$ cat src/sv/pcu_pkg.sv
// Package for the polygon point containment unit.
// Holds the coordinate and vertex types, opcodes, controller states and box helpers.
// No dependencies.
`default_nettype none

package pcu_pkg;

   localparam int COORD_W          = 20;
   localparam int MAX_VERTICES_DEF = 64;
   localparam int COUNT_OUT_W      = 7;

   // The box half side is 1.5 in a format with 4 fraction bits.
   localparam logic signed [COORD_W:0] HALF_SIDE = (COORD_W + 1)'(24);

   typedef logic signed [COORD_W-1:0] coord_type;
   typedef logic signed [COORD_W:0]   coord_ext_type;

   typedef struct packed {
      coord_type x;
      coord_type y;
   } vertex_type;

   typedef enum logic [1:0] {
      OP_ADD   = 2'd0,
      OP_CLEAR = 2'd1,
      OP_QUERY = 2'd2
   } opcode_type;

   typedef enum logic [1:0] {
      ST_IDLE,
      ST_SCAN,
      ST_DRAIN,
      ST_DONE
   } state_type;

   // The drain state lets the edge tester finish its last edge; it ends when the drain counter reaches this value.
   localparam logic [1:0] DRAIN_LAST = 2'd2;

   typedef struct packed {
      logic start;
      logic test;
   } edge_ctrl_type;

   function automatic coord_type sat_coord(coord_ext_type v);
      coord_type r;
      if (v[COORD_W] != v[COORD_W-1]) begin
         r = v[COORD_W] ? {1'b1, {(COORD_W-1){1'b0}}} : {1'b0, {(COORD_W-1){1'b1}}};
      end else begin
         r = v[COORD_W-1:0];
      end
      return r;
   endfunction

endpackage

`default_nettype wire

$ cat src/sv/pcu_edge.sv
// Three-stage edge crossing tester with left and right crossing parities.
// Uses cross-multiplication of the edge against a horizontal line through the point.
// Depends on pcu_pkg.
`default_nettype none

module pcu_edge import pcu_pkg::*; (
   input  wire logic          clock,
   input  wire logic          reset,
   input  wire edge_ctrl_type ctrl,
   input  wire vertex_type    vert_a,
   input  wire vertex_type    vert_b,
   input  wire vertex_type    pnt,
   output logic               in_poly
);

   localparam int DW = COORD_W + 1;
   localparam int PW = 2 * DW;

   coord_ext_type          ax, ay, bx, by, px, py;
   coord_ext_type          dy;
   logic                   in_range;
   logic                   s1_valid_in;

   logic                   s1_valid_ff;
   logic signed [DW-1:0]   s1_dxa_ff, s1_dy_ff, s1_dyp_ff, s1_dxb_ff;
   logic                   s2_valid_ff;
   logic                   s2_dyneg_ff;
   logic signed [PW-1:0]   s2_p1_ff, s2_p2_ff;
   logic signed [PW:0]     num;
   logic                   right;
   logic                   lpar_ff, rpar_ff;

   always_comb begin
      ax = {vert_a.x[COORD_W-1], vert_a.x};
      ay = {vert_a.y[COORD_W-1], vert_a.y};
      bx = {vert_b.x[COORD_W-1], vert_b.x};
      by = {vert_b.y[COORD_W-1], vert_b.y};
      px = {pnt.x[COORD_W-1], pnt.x};
      py = {pnt.y[COORD_W-1], pnt.y};
      dy = by - ay;
      if (dy[DW-1]) begin
         in_range = (py <= ay) && (py >= by);
      end else begin
         in_range = (py >= ay) && (py <= by);
      end
      s1_valid_in = ctrl.test && (dy != '0) && in_range;
   end

   always_ff @(posedge clock) begin
      s1_dxa_ff <= ax - px;
      s1_dy_ff  <= dy;
      s1_dyp_ff <= py - ay;
      s1_dxb_ff <= bx - ax;
      s2_p1_ff    <= s1_dxa_ff * s1_dy_ff;
      s2_p2_ff    <= s1_dyp_ff * s1_dxb_ff;
      s2_dyneg_ff <= s1_dy_ff[DW-1];
   end

   always_ff @(posedge clock) begin
      if (reset) begin
         s1_valid_ff <= 1'b0;
         s2_valid_ff <= 1'b0;
      end else begin
         s1_valid_ff <= s1_valid_in;
         s2_valid_ff <= s1_valid_ff;
      end
   end

   always_comb begin
      num = {s2_p1_ff[PW-1], s2_p1_ff} + {s2_p2_ff[PW-1], s2_p2_ff};
      if (s2_dyneg_ff) begin
         right = num[PW];
      end else begin
         right = !num[PW] && (num != '0);
      end
   end

   always_ff @(posedge clock) begin
      if (reset || ctrl.start) begin
         lpar_ff <= 1'b0;
         rpar_ff <= 1'b0;
      end else if (s2_valid_ff) begin
         if (right) begin
            rpar_ff <= !rpar_ff;
         end else begin
            lpar_ff <= !lpar_ff;
         end
      end
   end

   assign in_poly = lpar_ff || rpar_ff;

endmodule

`default_nettype wire

$ cat config.mk
export PLATFORM = sky130hd
export DESIGN_NAME = pcu_edge
export DESIGN_NICKNAME = d
export VERILOG_FILES = /design/src/sv/pcu_pkg.sv /design/src/sv/pcu_edge.sv
export SDC_FILE = /design/constraint.sdc
export NUM_CORES = 2
export LEC_CHECK = 0
export BUFFER_PORTS_ARGS = -buffer_cell sky130_fd_sc_hd__buf_2
export CAP_MARGIN = 20
export CORE_AREA = 8 8 305 307
export CTS_BUF_LIST = sky130_fd_sc_hd__clkbuf_16
export CTS_CLUSTER_SIZE = 20
export DETAILED_ROUTE_END_ITERATION = 6
export DIE_AREA = 0 0 313 315
export GPL_TIMING_DRIVEN = 0
export PLACE_DENSITY_LB_ADDON = 0.2
export SLEW_MARGIN = 20
export SYNTH_ARGS = -nofsm -noshare
export SYNTH_HDL_FRONTEND = slang
export SYNTH_SLANG_ARGS = --single-unit
$ cat constraint.sdc
create_clock -name clock -period 9.1 [get_ports clock]
set_clock_uncertainty 0.15 [all_clocks]
set_input_delay 1.365 -clock clock [delete_from_list [all_inputs] [get_ports clock]]
set_output_delay 1.365 -clock clock [all_outputs]
set_load 0.1 [all_outputs]
* Word-level counts from Yosys, hierarchy flattened *
Index checks and enable logic that the tools add are counted.

cells by class
  $add $sub $neg = 5
  $mul = 2
  div/mod/pow operators = 0
  $lt $le $gt $ge = 4
  equal/unequal tests = 0
  shift-type cells = 0
  mux-type cells = 2
  bitwise gates (word level) = 1
  reductions and logical operators = 14

operators with widths
  operator            count
  $mul 21x21->42      2
  $sub 20x20->21      4
  $add 42x42->43      1
  $reduce_bool 43->1  1
  $ge 20x20->1        2
  $le 20x20->1        2
  $reduce_bool 21->1  1
  $logic_and 1x1->1   5
  $reduce_and 2->1    2
  $logic_not 1->1     3
  $logic_or 1x1->1    2
  $mux 1              2
  $not 1->1           1

word-level totals
  flip-flop bits (word level) = 173
  latch bits = 0
  RAM bits = 0
  bits in read-only memories = 0
  bits of input ports = 124
  output and inout bits = 1
  word-level logic and storage cells = 39
  memories kept = 0

* Logic depth before layout (Yosys ltp) *
  word-level depth = 6
  mapped depth = 28
  gate-level depth less buffers = 27

* Least setup slack after synthesis *
OpenSTA, ideal clock, no wires.

  kind = register -> register
  from = register s1_dyp_ff[12]
  to = register s2_p2_ff[41]
  setup time = 0.064 ns
  arrival = 6.901 ns
  data required time = 8.886 ns
  path slack = 1.985 ns
  cell stages (with the launch flop) = 25
  path buffers = 1
  period minus slack after synthesis = 7.115 ns
  path through = dfxtp_1 -> clkbuf_1 -> nand2_1 -> fa_1 -> fa_1 -> fa_1 -> inv_1 -> fa_1 -> fa_1 -> fa_1 -> inv_1 -> fa_1 -> inv_1 -> ha_1 -> a21o_1 -> a21o_1 -> a21oi_1 -> o21ai_0 -> or4b_1 -> a21bo_1 -> a41oi_2 -> o21ai_1 -> a21o_1 -> or4_1 -> nand4_1

between the ends
  longest elaborated chain between the ends = 1

ends and longest elaborated chain
  element                   line            text
  start: declaration        pcu_edge.sv:25  logic signed [DW-1:0] s1_dxa_ff, s1_dy_ff, s1_dyp_ff, s1_dxb_ff;
  start signal: assignment  pcu_edge.sv:52  s1_dyp_ff <= py - ay;
  $mul 21x21->42            pcu_edge.sv:55  s2_p2_ff <= s1_dyp_ff * s1_dxb_ff;
  end signal: assignment    pcu_edge.sv:55
  end: declaration          pcu_edge.sv:28  logic signed [PW-1:0] s2_p1_ff, s2_p2_ff;

No other way between the ends.
A chain may end at the register's enable or synchronous reset.

* Worst setup path after layout *
  from = register s1_dy_ff[12]
  to = register s2_p1_ff[40]

between the ends
  longest elaborated chain between the ends = 1

ends and longest elaborated chain
  element                   line            text
  start: declaration        pcu_edge.sv:25
  start signal: assignment  pcu_edge.sv:51  s1_dy_ff <= dy;
  $mul 21x21->42            pcu_edge.sv:54  s2_p1_ff <= s1_dxa_ff * s1_dy_ff;
  end signal: assignment    pcu_edge.sv:54
  end: declaration          pcu_edge.sv:28

No other way between the ends.

==> out/metrics.yaml <==
run_status:
  outcome: "finished clean"
detailed_routing:
  wl_per_cell_microns: 21.4
  via_count: 33700
  wl_microns: 134000
  drtAntennaViolNets: 0
  drt_iter0_drc: 2522
  dr.pass1.iters: 6
  drc: 0
  vias_per_cell: 5.40
grt:
  grt_max_degree: 19
  grt_pass1_vias: 35100
  grt_pass1_wl_microns: 206000
  overflow: 0
  antenna_found_initial: 7
  grtUsageTotal_pct: 27.5
yosys:
  seq_area_frac_synth_pct: 7.92
  synth_commonest_cells: "1136 x inv_1, 923 x fa_1, 533 x nand2_1"
  synth.largest_area_cell: "fa_1"
  synth_most_common_cell: "inv_1"
  ys_async_sr_fraction_pct: 0
  dominantRegCellSynth: "dfxtp_1"
  synth_edf_count: 0
  syn_area_per_cell_sq_um: 8.90
  synth_area_sq_um: 43700
  synth_area_leaders: "fa_1 42%, ha_1 10%, inv_1 9.8%"
  synth_cells: 4912
  ys_warn_count: 0
  syn_nets: 6324
  netlist.area_leader.share_pct: 42.3
  ys_seq_elements: 173
  synth_cell_types: 91
timing:
  rsz0062_at_grt: "false"
  worst_pin_slew_ps: 1060
  timing.slew.headroom_pct: 28.6
  whs_ps: 328
  period_minus_slack_ps: 8530
  finalSetupViolations: 0
  setup-tns-final_ps: 0
  max_clock_freq_mhz: 117
  period_share_pct: 93.7
  timing.final.max_slew_violations: 0
  finalHoldViolCount: 0
final_layout:
  area_growth_pct: 6.16
  layout.nets: 6467
  drive_gt1_share_pct: 4.18
  multiInputGateArea_sq_um: 35200
  ff_latch_area_sq_um: 3460
  fillers: 8325
worst_setup_path:
  cp-end-kind: "flip-flop"
  arrival_ps: 8740
  crit_chain: "clkbuf_1 -> nand2_1 -> fa_1 -> inv_1 -> fa_1 -> inv_1 -> fa_1 -> inv_1 -> fa_1 -> fa_1 -> fa_1 -> inv_1 -> fa_1 -> inv_1 -> ha_1 -> nand4_1 -> or3_1 -> or4b_2 -> a21oi_1 -> a21oi_1 -> o211a_1 -> o21bai_1 -> a21oi_1 -> xnor2_1"
  crit_fanout: 10
  crit_slowest_cell: "or4b_2"
  cpPeakStageDelay_ps: 700
  setup.worst_path.class: "reg -> reg"
  start_kind: "flip-flop"
  path_common_cell: "fa_1"
  regToRegSetupSlack_ps: 570
  worstPathRequired_ps: 9310
placed_design:
  dpl.hpwl_microns: 116000
  port_buffers: 124
  place_congestion: 1.02
run:
  drv_cap: 0
cts:
  clock-sinks: 173
  tritoncts: "yes"
  hold_buffers: 0
  clock-root-buffer: "clkbuf_16"
  numCtsBuffers: 17
  clkTransAtPathRegs_ps: 80
  htreeDepth: 4
  ctsLongestPathBuffers: 2
  post_cts_buffers: 0
  cts.repair.resized: 0
  clk_latency_ps: 490
floorplan:
  core-area_sq_um: 88000
  initial_core_util_pct: 49.7
  fp.dieH_microns: 315
  rows: 109
  fp.dieW_microns: 313
  io_pins: 125
  dieArea_sq_um: 98600
min_path:
  hold_path.class: "reg -> reg"
[cells in the final DEF (no fill, tap or decap), types with 8 or more instances in the layout]
cell type / Yosys / routed
o21ai_0: 101 / 101
and2_1: 407 / 407
xnor2_1: 120 / 120
inv_1: 1136 / 1136
o21ai_1: 8 / 8
and3_1: 21 / 21
o21a_1: 21 / 21
fa_1: 923 / 923
nand3b_1: 9 / 9
a21o_1: 64 / 64
o211ai_1: 8 / 8
o21bai_1: 26 / 26
clkbuf_1: 176 / 176
buf_2: 15 / 139
dfxtp_1: 173 / 173
nand2_1: 533 / 533
o2111ai_1: 10 / 10
nor2b_1: 31 / 31
o22ai_1: 8 / 8
nand2b_1: 41 / 41
o41ai_1: 11 / 11
nor4_1: 8 / 8
nor2_1: 164 / 164
ha_1: 365 / 365
mux2i_1: 10 / 10
xor2_1: 42 / 42
nor3_1: 47 / 47
a31oi_1: 18 / 18
a21boi_0: 12 / 12
clkbuf_16: 0 / 17
nand4_1: 28 / 28
a211oi_1: 23 / 23
o31ai_1: 11 / 11
or3_1: 21 / 21
a21oi_1: 144 / 144
nand3_1: 50 / 50
[state kept, by name, summed over array words and instances (netlist names), 21 cells and up]
name and cells:
s1_dxb_ff 21, s1_dyp_ff 21, s1_dxa_ff 21, s1_dy_ff 21, s2_p1_ff 42, s2_p2_ff 42
[cells by family (layout without fill, tap and decap cells)]
logic type | after synthesis | in the layout | share of synthesized area [%]
buffers and inverters | 1334 | 1490 | 11.5
xor gates and xnor gates | 162 | 162 | 3.25
other | 0 | 4 | 0
adders and majority gates | 1288 | 1288 | 52.7
and+or+nand+nor | 1401 | 1401 | 16.0
DFF | 173 | 173 | 7.92
muxes | 16 | 16 | 0.392
AOI/OAI and AO/OA | 538 | 538 | 8.19
[layer usage]
metal	GRT usage [%]	vias to the layer above	share of wire (%)
li1	-	15200	-
met1	37.1	17000	43
met2	43.3	1203	45
met3	6.70	201	8.9
met4	9.33	4	3.8
met5	0	-	0.013
[worst paths after layout]
path	start	end	cells past startpoint
worst max-delay path	s1_dy_ff[12]	s2_p1_ff[40]	24
worst min-delay path	rpar_ff	rpar_ff	2
worst max register to register	s1_dy_ff[12]	s2_p1_ff[40]	24
worst min register to register	rpar_ff	rpar_ff	2
[final cells by class]
| cell class | instances | area share (%) |
|---|---|---|
| clock buffer | 17 | 0.917 |
| multi-input combinational | 3405 | 75.9 |
| antenna | 4 | 0.0216 |
| buffer | 196 | 1.63 |
| inverter | 1138 | 9.21 |
| timing repair buffer | 124 | 1.34 |
| clock inverter | 15 | 0.386 |
| sequential | 173 | 7.46 |
| tap | 1165 | 3.14 |
[metrics by stage]
| stage | instance area [sq um] | instances | setup WS, ps | util (%) |
|---|---|---|---|---|
| floorplan | 43700 | 4912 | 1980 | - |
| finish | 46400 | 6237 | 575 | 52.7 |
| global placement | 45800 | 6201 | 795 | 52.0 |
| global route | 46400 | 6233 | 325 | 52.7 |
| CTS | 46400 | 6233 | 727 | 52.7 |
| detailed placement | 45800 | 6201 | 742 | 52.0 |
[worst max-delay path: cells and delay by family, from the launching register on]
| family | cells | cell delay, ps |
|---|---|---|
| xor gates and xnor gates | 1 | 130 |
| and+or+nand+nor | 4 | 1460 |
| adders and majority gates | 8 | 3950 |
| buffers and inverters | 6 | 910 |
| DFF | 1 | 550 |
| AOI/OAI and AO/OA | 5 | 1260 |
Power is left out: the tool's default activity adds up to more than one toggle a clock period on the data nets, which glitch-free logic cannot reach.
