File: config.mk
export PLATFORM = sky130hd
export DESIGN_NAME = pcu_cell
export DESIGN_NICKNAME = d
export VERILOG_FILES = /design/src/sv/pcu_pkg.sv /design/src/sv/pcu_cell.sv
export SDC_FILE = /design/constraint.sdc
export NUM_CORES = 1
export LEC_CHECK = 0
export BUFFER_PORTS_ARGS = -buffer_cell sky130_fd_sc_hd__clkbuf_2
export CAP_MARGIN = 20
export CORE_AREA = 2 2 77 79
export DETAILED_ROUTE_END_ITERATION = 6
export DIE_AREA = 0 0 79 81
export GPL_ROUTABILITY_DRIVEN = 1
export PLACE_DENSITY_LB_ADDON = 0.08
export SLEW_MARGIN = 20
export SYNTH_ARGS = -nofsm -noshare
export SYNTH_HDL_FRONTEND = slang
export SYNTH_SLANG_ARGS = --single-unit
File: constraint.sdc
create_clock -name clock -period 2.62 [get_ports clock]
set_clock_uncertainty 0.2 [all_clocks]
set_input_delay 0.655 -clock clock [delete_from_list [all_inputs] [get_ports clock]]
set_output_delay 0.655 -clock clock [all_outputs]
set_load 0.02 [all_outputs]
File: src/sv/pcu_pkg.sv
// Package for the polygon point containment unit.
// Holds the coordinate and vertex types, opcodes, controller states and box helpers.
// No dependencies.
`default_nettype none

package pcu_pkg;

   localparam int COORD_W          = 20;
   localparam int MAX_VERTICES_DEF = 64;
   localparam int COUNT_OUT_W      = 7;

   // The box half side is 1.5 in a format with 4 fraction bits.
   localparam logic signed [COORD_W:0] HALF_SIDE = (COORD_W + 1)'(24);

   typedef logic signed [COORD_W-1:0] coord_type;
   typedef logic signed [COORD_W:0]   coord_ext_type;

   typedef struct packed {
      coord_type x;
      coord_type y;
   } vertex_type;

   typedef enum logic [1:0] {
      OP_ADD   = 2'd0,
      OP_CLEAR = 2'd1,
      OP_QUERY = 2'd2
   } opcode_type;

   typedef enum logic [1:0] {
      ST_IDLE,
      ST_SCAN,
      ST_DRAIN,
      ST_DONE
   } state_type;

   // The drain state lets the edge tester finish its last edge; it ends when the drain counter reaches this value.
   localparam logic [1:0] DRAIN_LAST = 2'd2;

   typedef struct packed {
      logic start;
      logic test;
   } edge_ctrl_type;

   function automatic coord_type sat_coord(coord_ext_type v);
      coord_type r;
      if (v[COORD_W] != v[COORD_W-1]) begin
         r = v[COORD_W] ? {1'b1, {(COORD_W-1){1'b0}}} : {1'b0, {(COORD_W-1){1'b1}}};
      end else begin
         r = v[COORD_W-1:0];
      end
      return r;
   endfunction

endpackage

`default_nettype wire

File: src/sv/pcu_cell.sv
// One vertex cell of the circular vertex chain.
// Loads an appended vertex or takes its neighbor's vertex on a shift.
// Depends on pcu_pkg.
`default_nettype none

module pcu_cell import pcu_pkg::*; (
   input  wire logic       clock,
   input  wire logic       load_en,
   input  wire logic       shift_en,
   input  wire vertex_type load_vert,
   input  wire vertex_type nbr_vert,
   output vertex_type      cell_vert
);

   vertex_type vert_ff;

   always_ff @(posedge clock) begin
      if (load_en) begin
         vert_ff <= load_vert;
      end else if (shift_en) begin
         vert_ff <= nbr_vert;
      end
   end

   assign cell_vert = vert_ff;

endmodule

`default_nettype wire

### Word-level counts from Yosys, hierarchy flattened

Cells that the tools add are included.

* bits in registers: 40
* bits of input ports: 83
* output and inout bits: 40
* logic and storage cells: 5

* muxes and demuxes: 2
* reduce and logical (&&, ||, !) cells: 1

Operators with widths (count)
* $mux 40: 2
* $reduce_bool 2->1: 1

### Longest topological paths before layout

Gate-level depths: netlist of run 1.

* depth in word-level cells: 2
* mapped depth: 3
* mapped depth without buffers: 1

### Worst setup path before layout of run 1

Ideal clock, no wire load.

* kind: input port to flip-flop
* start: input port load_en
* end: register vert_ff (netlist bit cell_vert[0]) (enable)
* library setup time: 0.399 ns
* data arrival time: 1.854 ns
* data required time: 2.021 ns
* slack: 0.167 ns
* cell stages on the path: 3
* buffers on the path: 2
* cells stage by stage: buf_6 > buf_12 > or2_1

* cells in the longest elaborated chain, start to end: 1

Ends and longest elaborated chain
* from (decl): line pcu_cell.sv:8 `input wire logic load_en,`
* $reduce_bool 2->1 (no line)
* to (signal assigned): line pcu_cell.sv:19 `vert_ff <= load_vert;`
* to (signal assigned): line pcu_cell.sv:21 `vert_ff <= nbr_vert;`
* to (decl): line pcu_cell.sv:15 `vertex_type vert_ff;`

Every way passes these cells.
A chain may end at the register's enable or synchronous reset.

### Worst setup path after layout of run 1

* start: input port load_en
* end: register vert_ff (netlist bit cell_vert[27]) (enable)

Same word-level chain as after synthesis.

==> results of run 1 <==
cell usage in the layout (no fill, tap or decap), drive strengths merged:
cell type,n
or2,1
edfxtp,40
clkbuf,127
mux2,40
buf,1
cells by family after synthesis:
kind of cell	Yosys count	synth area share (%)
muxes	40	31.5
buffers and inverters	5	4.82
DFF	40	63.4
and+or+nand+nor	1	0.330
how the worst max path moves through the flow:
stage / start / end / slack, ps / cells after the start
after floorplan: load_en / cell_vert[0] / 170 / 3
after global placement: load_en / cell_vert[21] / 520 / 2
after detailed placement: load_en / cell_vert[21] / 470 / 2
after CTS: load_en / cell_vert[21] / 780 / 2
after global routing: load_en / cell_vert[21] / 720 / 2
final: load_en / cell_vert[27] / 800 / 2
power by group:
part | leakage (nW) | internal, mW | switching (mW)
Combinational | 0.843 | 0.161 | 0.171
Sequential | 0.408 | 0.786 | 0.0173
Clock | 0.0359 | 0.171 | 0.180
Total | 1.29 | 1.12 | 0.369
per-layer routing:
metal / vias to the layer above / GRT usage [%] / share of wire [%]
li1: 579 / - / -
met4: 0 / 4.66 / 1.9
met3: 7 / 5.11 / 11
met5: - / 0 / 0
met2: 72 / 20.4 / 54
met1: 561 / 10.5 / 33
layout make-up:
type | instances | area share [%]
clock buffer | 5 | 2.65
multi-input combinational | 41 | 23.2
sequential | 40 | 46.2
tap | 75 | 3.61
timing repair buffer | 123 | 24.3
metrics by stage:
step	area [um^2]	total power [mW]
final	2600	1.49
after floorplan	1900	1.03
after global routing	2600	1.55
after detailed placement	2530	1.16
after global placement	2530	1.15
after CTS	2600	1.51
==> qor.yml, run 1 <==
run_status:
  status: "finished clean"
sta:
  rsz0062_at_grt: "no"
  final.period_utilization_pct: 69.3
  hold_violations: 0
  slew_violations: 0
  finalSetupTns_ps: 0
  relSlewSlack_pct: 37.6
  fin_crit_ps: 1820
  timing.hold.ws_ps: 472
  layout_setup_ws_ps: 803
  max_freq_ghz: 0.550
  worstMarginPinSlew_ps: 936
  finalSetupViolations: 0
synth:
  syn_nets: 169
  syn_area_um2: 1900
  synth.distinct_cells: 6
  synth_edf_count: 40
  synth.top_cell.area_share_pct: 63.4
  synthesis.instances: 86
  yosys_warnings: 0
  synth_common_cells: "40 x edfxtp_1, 39 x mux2_4, 4 x buf_12"
  ys_seq_area_share_pct: 63.4
  ys_ff_latch: 40
  synth_ff_type: "edfxtp_1"
  synth.largest_area_cell: "edfxtp_1"
  avgSynthCellArea_um2: 22.0
  ys_top_cells_by_area: "edfxtp_1 63%, mux2_4 31%, buf_12 4.2%"
  synth_most_common_cell: "edfxtp_1"
  synthArstFlopShare_pct: 0
clock_network:
  cts_tree: "built"
  cts_setup_buffers: 0
  clock-sinks: 40
  cts_hold_buf: 0
  cts_made_buffers: 5
  clockBufferDepth: 2
  cts_max_level: 2
  cts.repair.resized: 0
  clk_pin_slew_ps: 70
  root_buffer: "clkbuf_8"
hold_path:
  hp-class: "input pin to flop"
  min_to: "cell_vert[8]"
  holdCritStartpoint: "nbr_vert[8]"
  hold_depth: 2
drt:
  post-route-drc-count: 0
  dr.pass1.iters: 4
  route.vias.total: 1219
  wl_per_cell_um: 13.0
  ant_nets: 0
  avgViaCountPerCell: 4.29
  drt_iter0_drc: 32
  finalWirelength_mm: 3.70
place:
  dp_slack_ps: 473
  gp_congestion: 0.664
  placed_cells: 279
  io_buffers: 122
worst_setup_path:
  path_delay_family: "simple AND/OR/NAND/NOR gates"
  crit_path_top_delay_cell: "or2_2"
  crit_buf_inv: 1
  critical_path_class: "input pin to flop"
  cp-start-kind: "input pin"
  cp.arrival_ps: 1520
  critical_path.max_fanout: 40
  end_kind: "flop"
  cp.required_ps: 2320
  max_stage_delay_ps: 730
  crit_chain: "clkbuf_2 > or2_2"
finish:
  ff_latch_area_um2: 1200
  largest_reg_flops: 40
  n_fill_cell: 550
  area_delta_synth_final_pct: 37.0
  stdcell_count: 284
  nets: 294
  utilization_pct: 45.8
  antenna_cells: 0
  layout-drive-gt1-share_pct: 80.9
  multi_input_area_um2: 603
global_routing:
  antenna_found_initial: 0
  grt_pass1_wl_mm: 5.25
  grt_pass1_vias: 1186
  overflow: 0
  grt.total_usage_pct: 11.0
  grt_start_max_net_pins: 41
power_and_ir_drop:
  power.density_nw_per_um2: 573
  vdd_ir_drop_max_mv: 0.185
  leakagePower_nw: 1.29
floorplanning:
  core_um2: 5680
  start_util_pct: 33.4
  rows: 28
  die_area_um2: 6400
  die_h_um: 81
  die_w_um: 79
  io_pins: 123
job:
  maxCapViolCount: 0
Note: power is estimated with default switching activity, not from simulation.
==> run 2: changes to the inputs <==
clock period = 1.5 ns   (was 2.62 ns; I/O delays follow)
==> qor.yml, run 2 (synthesis results as in run 1) <==
run_status:
  status: "finished clean"
worst_setup_path:
  crit_path_top_delay_cell: "edfxtp_1"
  startpoint: "cell_vert[25]"
  max_stage_delay_ps: 390
  cp.required_ps: 920
  path_delay_family: "flip-flops"
  cp-start-kind: "flop"
  critical_path_class: "flop to output pin"
  crit_buf_inv: 1
  critical_path.max_fanout: 1
  end_kind: "output pin"
  crit_chain: "clkbuf_2"
  cp.arrival_ps: 830
finish:
  area_delta_synth_final_pct: 38.0
  utilization_pct: 46.1
  layout-drive-gt1-share_pct: 80.7
  final_common_cell: "clkbuf_2"
  n_fill_cell: 527
  largest_reg_flops: 40
  final_cell_mix: "122 x clkbuf_2, 40 x edfxtp_1, 39 x mux2_4, 5 x clkbuf_8"
  nets: 295
  antenna_cells: 0
floorplanning:
  core_um2: 5680
  die_area_um2: 6400
  start_util_pct: 33.4
  die_h_um: 81
  die_w_um: 79
  io_pins: 123
  rows: 28
place:
  dp.final_hpwl_mm: 2.96
  gp_congestion: 0.691
  io_buffers: 122
sta:
  final.period_utilization_pct: 93.9
  hold_violations: 0
  max_freq_ghz: 0.710
  worstMarginPinSlew_ps: 561
  relSlewSlack_pct: 62.6
  rsz0062_at_grt: "no"
  fin_crit_ps: 1410
  slew_violations: 0
  finalSetupTns_ps: 0
  finalSetupViolations: 0
power_and_ir_drop:
  vdd_ir_drop_max_mv: 0.461
  power.density_nw_per_um2: 1010
  leakagePower_nw: 1.30
  p_total_mw: 2.65
job:
  maxCapViolCount: 0
global_routing:
  grt_pass1_wl_mm: 5.78
  grt_start_max_net_pins: 41
  overflow: 0
  grt_pass1_vias: 1247
  grt.total_usage_pct: 11.9
  antenna_found_initial: 0
drt:
  finalWirelength_mm: 3.85
  post-route-drc-count: 0
  ant_nets: 0
  avgViaCountPerCell: 4.32
  wl_per_cell_um: 13.4
  dr.pass1.iters: 4
  route.vias.total: 1241
  drt_iter0_drc: 44
clock_network:
  root_buffer: "clkbuf_8"
  clock-sinks: 40
  cts_hold_buf: 0
  cts_made_buffers: 5
  clk_pin_slew_ps: 70
  clockBufferDepth: 2
  cts_setup_buffers: 0
  cts.repair.resized: 0
  cts_max_level: 2
  cts_tree: "built"
hold_path:
  min_to: "cell_vert[2]"
  hp-class: "input pin to flop"
  hold_depth: 2
  holdCritStartpoint: "nbr_vert[2]"
[run 2: metrics by stage]
step / hold slack, ps / cells / cell area [um^2] / setup WS [ps]
2_1_floorplan: 392 / 86 / 1910 / -48.2
3_3_place_gp: 475 / 280 / 2540 / -83.9
3_5_place_dp: 479 / 280 / 2540 / -125
4_1_cts: 179 / 287 / 2620 / 75.0
5_1_grt: 173 / 287 / 2620 / 39.7
6_report: 188 / 287 / 2620 / 91.0
[run 2: report_power, final]
group | internal (mW) | total [mW] | switching [mW]
registers | 1.37 | 1.40 | 0.0311
logic | 0.283 | 0.581 | 0.298
clock network | 0.316 | 0.662 | 0.346
total | 1.97 | 2.65 | 0.675
[run 2: worst max-delay path by stage]
| stage | to | cells after the start |
|---|---|---|
| floorplan | cell_vert[0] | 3 |
| global placement | cell_vert[10] | 3 |
| detailed placement | cell_vert[15] | 2 |
| CTS | cell_vert[5] | 1 |
| global route | cell_vert[3] | 1 |
| finish | cell_vert[25] | 1 |
[run 2: layer usage]
layer  track usage (%)  vias to the layer above  share of wire [%]
li1                  -                      583                  -
met1              13.4                      583                 36
met2              20.6                       69                 53
met3              4.33                        6                8.8
met4              4.83                        0                1.8
met5                 0                        -                  0
[run 2: final cells by class]
cell class / instances / area, um^2 / share of cell area [%]
sequential: 40 / 1200 / 45.9
clock inverter: 1 / 5.00 / 0.191
multi-input combinational: 41 / 606 / 23.1
tap: 75 / 93.8 / 3.59
clock buffer: 6 / 72.6 / 2.77
timing repair buffer: 124 / 638 / 24.4
==> run 3: changes to the inputs <==
BUFFER_PORTS_ARGS = unset   (was -buffer_cell sky130_fd_sc_hd__clkbuf_2)
DONT_BUFFER_PORTS = 1   (was unset)
==> qor.yml, run 3 (synthesis results as in run 1) <==
power_and_ir_drop:
  p_sw_mw: 0.584
  power.density_nw_per_um2: 1220
  p_total_mw: 2.42
  power_frac_seq_pct: 65.7
  switching_share_pct: 24.1
  vdd_ir_drop_max_mv: 0.411
  leakagePower_nw: 0.775
  p_comb_share_pct: 6.9
  clkPwrFrac_pct: 27.4
  internal_power_mw: 1.84
sta:
  max_freq_ghz: 0.732
  layout_setup_ws_ps: 133
  slew_violations: 0
  finalSetupViolations: 0
  worstMarginPinSlew_ps: 556
  final.period_utilization_pct: 91.1
  relSlewSlack_pct: 62.9
  timing.hold.ws_ps: 102
  fin_crit_ps: 1370
  hold_violations: 0
  rsz0062_at_grt: "no"
place:
  gp_congestion: 0.603
  dp_slack_ps: 64.0
  io_buffers: 0
worst_setup_path:
  cp-start-kind: "flop"
  critical_path.max_fanout: 1
  cp.required_ps: 920
  startpoint: "cell_vert[2]"
  cp.arrival_ps: 790
  critical_path_class: "flop to output pin"
  end_kind: "output pin"
global_routing:
  grt_pass1_vias: 803
  grt_pass1_wl_mm: 4.20
  grt.total_usage_pct: 9.35
  grt_start_max_net_pins: 42
  overflow: 0
  antenna_found_initial: 0
drt:
  post-route-drc-count: 0
  avgViaCountPerCell: 4.84
  dr.pass1.iters: 4
  ant_nets: 0
  route.vias.total: 794
  drt_iter0_drc: 43
  wl_per_cell_um: 19.3
  finalWirelength_mm: 3.17
floorplanning:
  die_area_um2: 6400
  start_util_pct: 33.4
  die_w_um: 79
  core_um2: 5680
  die_h_um: 81
  rows: 28
  io_pins: 123
hold_path:
  hp-class: "input pin to flop"
  holdCritStartpoint: "load_vert[39]"
finish:
  final_common_cell: "edfxtp_1"
  nets: 171
  utilization_pct: 34.9
  area_delta_synth_final_pct: 4.49
  antenna_cells: 0
  final_cell_mix: "40 x edfxtp_1, 39 x mux2_4, 5 x clkbuf_8, 2 x clkbuf_1"
  largest_reg_flops: 40
  layout-drive-gt1-share_pct: 51.7
clock_network:
  clockBufferDepth: 2
  cts_made_buffers: 5
  root_buffer: "clkbuf_8"
  cts_tree: "built"
  cts_max_level: 2
  clock-sinks: 40
  cts.repair.resized: 0
  cts_hold_buf: 0
  clk_pin_slew_ps: 70
  cts_setup_buffers: 0
run_status:
  status: "finished clean"
job:
  maxCapViolCount: 0
## run 3: cell count changes in the layout (fill, tap and decap cells not counted)
cell	previous run	this run
buf_12	1	0
buf_4	1	0
clkbuf_1	1	2
clkbuf_2	122	0
clkinv_1	0	1
clkinv_2	1	0
## run 3: final cells by class
cell class / instances / area (um^2)
clock buffers: 7 / 76.3
clock inverters: 1 / 3.75
fillers: 561 / 3690
multi-input cells: 41 / 606
flip-flops and latches: 40 / 1200
well taps: 75 / 93.8
## run 3: power groups by stage
stage	sequential [mW]	clock [mW]	combinational (mW)
final	1.59	0.663	0.168
after detailed placement	1.62	0	0.171
after floorplan	1.59	0	0.207
after global routing	1.60	0.752	0.179
after global placement	1.62	0	0.165
after CTS	1.59	0.699	0.170
## run 3: metal layers
layer	global-route usage (%)	wire length (um)	vias to the layer above
met4	4.66	61	0
li1	-	-	336
met5	0	0	-
met1	8.92	1050	384
met2	15.2	1650	67
met3	6.67	412	7
## run 3: worst paths after layout
check | end | slack, ps | cells past startpoint
max | cell_vert[2] | 130 | 0
min | cell_vert[39] | 100 | 1
## run 3: stage by stage
step | TNS, ps | std cells | cell area, um^2
floorplan | -1930 | 86 | 1910
global placement | 0 | 156 | 1900
detailed placement | 0 | 156 | 1900
CTS | 0 | 164 | 1980
global route | 0 | 164 | 1980
finish | 0 | 164 | 1980
